`src/sv/tkd_pkg.sv`:
```
package tkd_pkg;

  // Width of the configuration address: two 32-bit registers at byte offsets 0 and 4.
  localparam int unsigned CfgAddrW = 3;
  localparam int unsigned CfgDataW = 32;

  // Register indexes, taken from the word address bit.
  localparam logic REG_DEBOUNCE   = 1'b0;
  localparam logic REG_LONG_PRESS = 1'b1;

  // Register reset values.
  localparam logic [15:0] DEBOUNCE_RESET   = 16'd30;
  localparam logic [15:0] LONG_PRESS_RESET = 16'd1000;

  // Per-key debounce phase, one-hot.
  typedef enum logic [3:0] {
    PH_RELEASED   = 4'b0001,
    PH_PRESS_DB   = 4'b0010,
    PH_PRESSED    = 4'b0100,
    PH_RELEASE_DB = 4'b1000
  } key_phase_t;

  // One scan request.
  typedef struct packed {
    logic        key1_level;
    logic        key2_level;
    logic [31:0] now_ms;
  } in_t;

  // One result.
  typedef struct packed {
    logic key2_press_event;
    logic key1_release_event;
    logic chord_event;
    logic key1_long_event;
    logic key2_long_event;
    logic key1_held;
    logic key2_held;
  } out_t;

  // What one key lane found during the current scan.
  typedef struct packed {
    logic press;
    logic release_ev;
    logic long_ev;
    logic held_prev;
    logic held_new;
  } lane_res_t;

endpackage

```
`src/sv/tkd_lane.sv`:
```
module tkd_lane (
  input  logic             clk,
  input  logic             rst_n,
  input  logic             accept,
  input  logic             level,
  input  logic [31:0]      now_ms,
  input  logic [15:0]      debounce_ms,
  input  logic [15:0]      long_press_ms,
  output tkd_pkg::lane_res_t res
);
  import tkd_pkg::*;

  key_phase_t  phase_r, phase_nxt;
  logic [31:0] mark_r, mark_nxt;
  logic        held_r, held_nxt;
  logic [31:0] elapsed;
  logic        db_over;
  logic        lp_over;

  // Elapsed time wraps modulo 2^32; both thresholds are strict.
  assign elapsed = now_ms - mark_r;
  assign db_over = elapsed > {16'd0, debounce_ms};
  assign lp_over = elapsed > {16'd0, long_press_ms};

  // Debounce and long-press machine for one key.
  always_comb begin
    phase_nxt      = phase_r;
    mark_nxt       = mark_r;
    held_nxt       = held_r;
    res.press      = 1'b0;
    res.release_ev = 1'b0;
    res.long_ev    = 1'b0;
    unique case (phase_r)
      PH_RELEASED: begin
        if (level) begin
          phase_nxt = PH_PRESS_DB;
          mark_nxt  = now_ms;
        end
      end
      PH_PRESS_DB: begin
        if (db_over) begin
          if (level) begin
            phase_nxt = PH_PRESSED;
            held_nxt  = 1'b1;
            res.press = 1'b1;
          end else begin
            phase_nxt = PH_RELEASED;
          end
        end
      end
      PH_PRESSED: begin
        if (!level) begin
          phase_nxt = PH_RELEASE_DB;
          mark_nxt  = now_ms;
        end else if (lp_over) begin
          res.long_ev = 1'b1;
          mark_nxt    = now_ms;
        end
      end
      PH_RELEASE_DB: begin
        if (db_over) begin
          if (!level) begin
            phase_nxt      = PH_RELEASED;
            held_nxt       = 1'b0;
            res.release_ev = 1'b1;
          end else begin
            phase_nxt = PH_PRESSED;
          end
        end
      end
      default: begin
        phase_nxt = PH_RELEASED;
      end
    endcase
    res.held_prev = held_r;
    res.held_new  = held_nxt;
  end

  // State advances only when a scan request is taken.
  always_ff @(posedge clk) begin
    if (!rst_n) begin
      phase_r <= PH_RELEASED;
      mark_r  <= '0;
      held_r  <= 1'b0;
    end else if (accept) begin
      phase_r <= phase_nxt;
      mark_r  <= mark_nxt;
      held_r  <= held_nxt;
    end
  end

endmodule

```
`src/sv/tkd_merge.sv`:
```
module tkd_merge (
  input  logic               clk,
  input  logic               rst_n,
  input  logic               in_valid,
  output logic               in_stall,
  input  tkd_pkg::lane_res_t key1_res,
  input  tkd_pkg::lane_res_t key2_res,
  output logic               out_valid,
  input  logic               out_stall,
  output tkd_pkg::out_t      out_data
);
  import tkd_pkg::*;

  out_t merged;
  out_t out_r, skid_r;
  logic out_valid_r, skid_valid_r;
  logic in_acc, out_take;

  // Key one is scanned first, so its chord check sees key two's old flag,
  // while key two's check sees key one's flag after this scan.
  always_comb begin
    merged.key2_press_event   = key2_res.press;
    merged.key1_release_event = key1_res.release_ev;
    merged.chord_event        = (key1_res.press && key2_res.held_prev) ||
                                (key2_res.press && key1_res.held_new);
    merged.key1_long_event    = key1_res.long_ev;
    merged.key2_long_event    = key2_res.long_ev;
    merged.key1_held          = key1_res.held_new;
    merged.key2_held          = key2_res.held_new;
  end

  assign in_stall  = skid_valid_r;
  assign in_acc    = in_valid && !skid_valid_r;
  assign out_take  = out_valid_r && !out_stall;
  assign out_valid = out_valid_r;
  assign out_data  = out_r;

  // Output register with a skid stage behind it.
  always_ff @(posedge clk) begin
    if (!rst_n) begin
      out_valid_r  <= 1'b0;
      skid_valid_r <= 1'b0;
    end else if (skid_valid_r) begin
      if (out_take) begin
        out_r        <= skid_r;
        skid_valid_r <= 1'b0;
      end
    end else if (in_acc) begin
      if (!out_valid_r || out_take) begin
        out_r       <= merged;
        out_valid_r <= 1'b1;
      end else begin
        skid_r       <= merged;
        skid_valid_r <= 1'b1;
      end
    end else if (out_take) begin
      out_valid_r <= 1'b0;
    end
  end

endmodule

```
`src/sv/two_key_debounce_event_detector.sv`:
```
// Two-key debounce and event detector.
// Each result is registered in the output register, or in the skid stage while a result waits there.
// Throughput: one scan request per cycle while in_stall is low; the two key lanes update in parallel.
// A skid stage lets one more request in while a result waits at the output.
// Synchronous active-low reset: both keys released, marks and flags cleared,
// registers back to 30 ms debounce and 1000 ms long press, output empty.
module two_key_debounce_event_detector (
  input  logic                            clk,
  input  logic                            rst_n,
  input  logic                            in_valid,
  output logic                            in_stall,
  input  tkd_pkg::in_t                    in_data,
  output logic                            out_valid,
  input  logic                            out_stall,
  output tkd_pkg::out_t                   out_data,
  input  logic                            psel,
  input  logic                            penable,
  input  logic                            pwrite,
  input  logic [tkd_pkg::CfgAddrW-1:0]    paddr,
  input  logic [tkd_pkg::CfgDataW-1:0]    pwdata,
  output logic [tkd_pkg::CfgDataW-1:0]    prdata,
  output logic                            pready
);
  import tkd_pkg::*;

  logic [15:0] debounce_r;
  logic [15:0] long_press_r;
  logic        cfg_wr;
  logic        accept;
  lane_res_t   key1_res, key2_res;

  // Configuration registers.
  assign pready = 1'b1;
  assign cfg_wr = psel && penable && pwrite;

  always_ff @(posedge clk) begin
    if (!rst_n) begin
      debounce_r   <= DEBOUNCE_RESET;
      long_press_r <= LONG_PRESS_RESET;
    end else if (cfg_wr) begin
      unique case (paddr[2])
        REG_DEBOUNCE:   debounce_r   <= pwdata[15:0];
        REG_LONG_PRESS: long_press_r <= pwdata[15:0];
        default:        debounce_r   <= debounce_r;
      endcase
    end
  end

  always_comb begin
    unique case (paddr[2])
      REG_DEBOUNCE:   prdata = {16'd0, debounce_r};
      REG_LONG_PRESS: prdata = {16'd0, long_press_r};
      default:        prdata = '0;
    endcase
  end

  assign accept = in_valid && !in_stall;

  // One lane per key.
  tkd_lane u_key1 (
    .clk          (clk),
    .rst_n        (rst_n),
    .accept       (accept),
    .level        (in_data.key1_level),
    .now_ms       (in_data.now_ms),
    .debounce_ms  (debounce_r),
    .long_press_ms(long_press_r),
    .res          (key1_res)
  );

  tkd_lane u_key2 (
    .clk          (clk),
    .rst_n        (rst_n),
    .accept       (accept),
    .level        (in_data.key2_level),
    .now_ms       (in_data.now_ms),
    .debounce_ms  (debounce_r),
    .long_press_ms(long_press_r),
    .res          (key2_res)
  );

  // Merge the lane findings and register the result.
  tkd_merge u_merge (
    .clk      (clk),
    .rst_n    (rst_n),
    .in_valid (in_valid),
    .in_stall (in_stall),
    .key1_res (key1_res),
    .key2_res (key2_res),
    .out_valid(out_valid),
    .out_stall(out_stall),
    .out_data (out_data)
  );

endmodule

```
`config.mk`:
```
export PLATFORM = sky130hd
export DESIGN_NAME = two_key_debounce_event_detector
export DESIGN_NICKNAME = d
export VERILOG_FILES = /design/src/sv/tkd_pkg.sv /design/src/sv/tkd_lane.sv /design/src/sv/tkd_merge.sv /design/src/sv/two_key_debounce_event_detector.sv
export SDC_FILE = /design/constraint.sdc
export NUM_CORES = 1
export LEC_CHECK = 0
export ABC_AREA = 1
export BUFFER_PORTS_ARGS = -buffer_cell sky130_fd_sc_hd__buf_2
export CAP_MARGIN = 20
export CORE_AREA = 3 3 248 128
export DETAILED_ROUTE_END_ITERATION = 7
export DIE_AREA = 0 0 251 131
export PLACE_DENSITY_LB_ADDON = 0.25
export SYNTH_ARGS = -nofsm -noshare
export SYNTH_HDL_FRONTEND = slang
export SYNTH_HIERARCHICAL = 1
export SYNTH_SLANG_ARGS = --single-unit
```
`constraint.sdc`:
```
create_clock -name clk -period 6.1 [get_ports clk]
set_input_delay 0.305 -clock clk [delete_from_list [all_inputs] [get_ports clk]]
set_output_delay 0.305 -clock clk [all_outputs]
set_load 0.02 [all_outputs]
```
==> out/qor.txt <==
IO Pins = 118
CTS Sinks = 122
Area after DPL = 13000 um2
hpwl dp = 33.0 mm
placed cells = 2556
Min-Delay Startpoint = pwdata[9]
Crit path top cell by count = nand2_1
Routed Antenna Nets = 0
via count = 13.1k
fmax = 223 MHz
Reg clk slew, reported paths = 0.07 ns
Core Footprint = 30000 um2
r2r endpoint = u_key2/mark_r[18]
Post-Syn Area = 12400 um2
Filler Cells Inserted = 3195
worst reg2reg path depth = 21
reg2reg start = u_key2/mark_r[0]
crit end category = register
final-report hold violation count = 0
Setup Buffers After CTS = 0
DR pass1 iterations = 6
H-tree levels = 4
final std cells w/o fill = 2594
Max Cap Viol = 0
Worst Setup Start Kind = register
status = finished, final reports clean
Max Buffers Root-to-Sink = 2
Leak = 7.48 nW
die width = 251 um
TNS Setup = 0 ns
Tcrit/Tclk final = 73.6%
hold depth = 3
minimum clock period = 4.49 ns
clock latency at the later pin of the worst-skew pair = 0.45 ns
die height = 131 um
CTS tree = done
pin count of the biggest net entering global routing = 71
first-pass GRT wire length = 62.3 mm
R2R setup slack = 1.61 ns
final worst slack = 1.61 ns
maximum vdd drop = 166 uV
Root Driver = clkbuf_16
kind of critical path = reg -> reg
initial antenna violation count = 3
Power per Cell Area = 268 nW/um2
worst slew pin tran = 0.975 ns
Critical Path Start = u_key2/mark_r[0]
fin nets = 2381
RSZ-0062 raised after global routing = no
Mean Syn Cell Area = 5.87 um2
Critical Path RT = 6.48 ns
Die ar. = 32900 um2
count of pins over their slew limit = 0
gr usage total = 24.7%
cell row count = 45
Initial Util = 41.5%
hold_buf cts = 0
vias per cell = 5.04
Post-Route WL = 40.9 mm
CP Data Arrival Time = 4.88 ns
slowest CP cell = nand4_4
CTS resizes = 0
maximum single-stage delay on the critical path = 0.82 ns
DR WL/cell = 15.8 um
critical path fanouts, max = 64
Final Setup Violations = 0
synth warn = 6
GPL Wtd Cong = 0.958
pre-CTS setup slack = 1.46 ns
synthesis-to-finish area growth = 9.88%
Final Power = 3.66 mW
port buffer count = 82
grt ovf = 0
number of CTS-inserted buffers = 17
final instance area = 13700 um2
Hold/Removal Path Class = in -> reg
Layout Skew = 0.0134 ns
Hold Crit Endpoint = long_press_r[9]
Syn Inst Count = 2119
vias in the first global route = 11.2k
Slew headroom = 34.9%
DRC viols = 0
worst-path cell chain = ha_1 > fa_1 > inv_1 > nand3_1 > nand3_2 > nand2_1 > nand2_1 > nand2_1 > nand2_1 > xor2_1 > ha_1 > nand2_1 > inv_1 > nand3_1 > nor3_1 > nand3b_1 > o22ai_1 > nand4_4 > nand3b_1 > nand2_1 > nor2_1
share of cells above drive strength 1 = 7.85%
Initial DRC Count = 1386
==> cell type report <==
cell class	instances	area, um2	area share [%]
Timing Repair Buffer	87	468	3.42
Sequential cell	122	2580	18.9
Clock inverter	14	163	1.19
Inverter	424	1590	11.6
Clock buffer	18	429	3.14
Multi-Input combinational cell	1525	7920	58.0
Antenna cell	5	12.5	0.0915
Tap cell	399	499	3.65
==> worst max-delay path by stage <==
stage                          end  depth (start not counted)
5_1_grt          u_key2/mark_r[25]                         21
2_1_floorplan  u_merge/out_data[4]                         30
3_5_place_dp      u_key2/mark_r[9]                         23
4_1_cts           u_key2/mark_r[9]                         21
3_3_place_gp      u_key2/mark_r[2]                         23
6_report         u_key2/mark_r[18]                         21
==> through the flow <==
step	hold WS, ns	util, %
2_1_floorplan	0.389	-
3_3_place_gp	0.448	43.5
3_5_place_dp	0.455	43.5
5_1_grt	0.0922	45.6
6_report	0.0910	45.6
4_1_cts	0.0742	45.5
==> flip-flops by register name (all words and copies together), names as in the netlist, 4 cells and up <==
register,flops
debounce_r,16
long_press_r,16
u_key1/mark_r,32
u_key1/phase_r,4
u_key2/mark_r,32
u_key2/phase_r,4
u_merge/out_data,7
u_merge/skid_r,7
==> layer usage <==
metal | vias up | track usage [%] | part of all wire [%]
met5 | - | 0 | 0
met4 | 0 | 4.83 | 1.1
met3 | 28 | 6.76 | 12
met2 | 490 | 32.7 | 37
met1 | 5923 | 38.8 | 51
li1 | 6629 | - | -
==> critical path, delay by kind of cell (launching register included) <==
family	cells	cell delay [ns]
AOI/OAI and AO/OA	1	0.41
xor gates and xnor gates	1	0.27
adders and majority gates	3	0.82
buffers and inverters	2	0.15
DFF	1	0.32
and+or+nand+nor	14	2.45
==> power by group <==
part           internal (mW)  leakage [nW]  switching, mW
Sequential             0.884          1.02         0.0516
Combinational          0.565          6.18           1.11
Clock                  0.611         0.283          0.442
==> placed cells by master, fill, tap and decap left out, types with 8 or more instances in the layout <==
master       n
nor2_1     199
nand3b_1    33
nand2_2     13
o21ai_0     12
buf_2       82
o21bai_1     8
xor2_1      28
nor2_4      11
a21oi_1    140
edfxtp_1    14
ha_1       126
nand3_1    136
and2_1      10
nand4_1     29
nand2_1    715
conb_1      17
inv_2       14
dfxtp_1    108
clkbuf_16   17
inv_1      407
(Power assumes the default switching activity.)
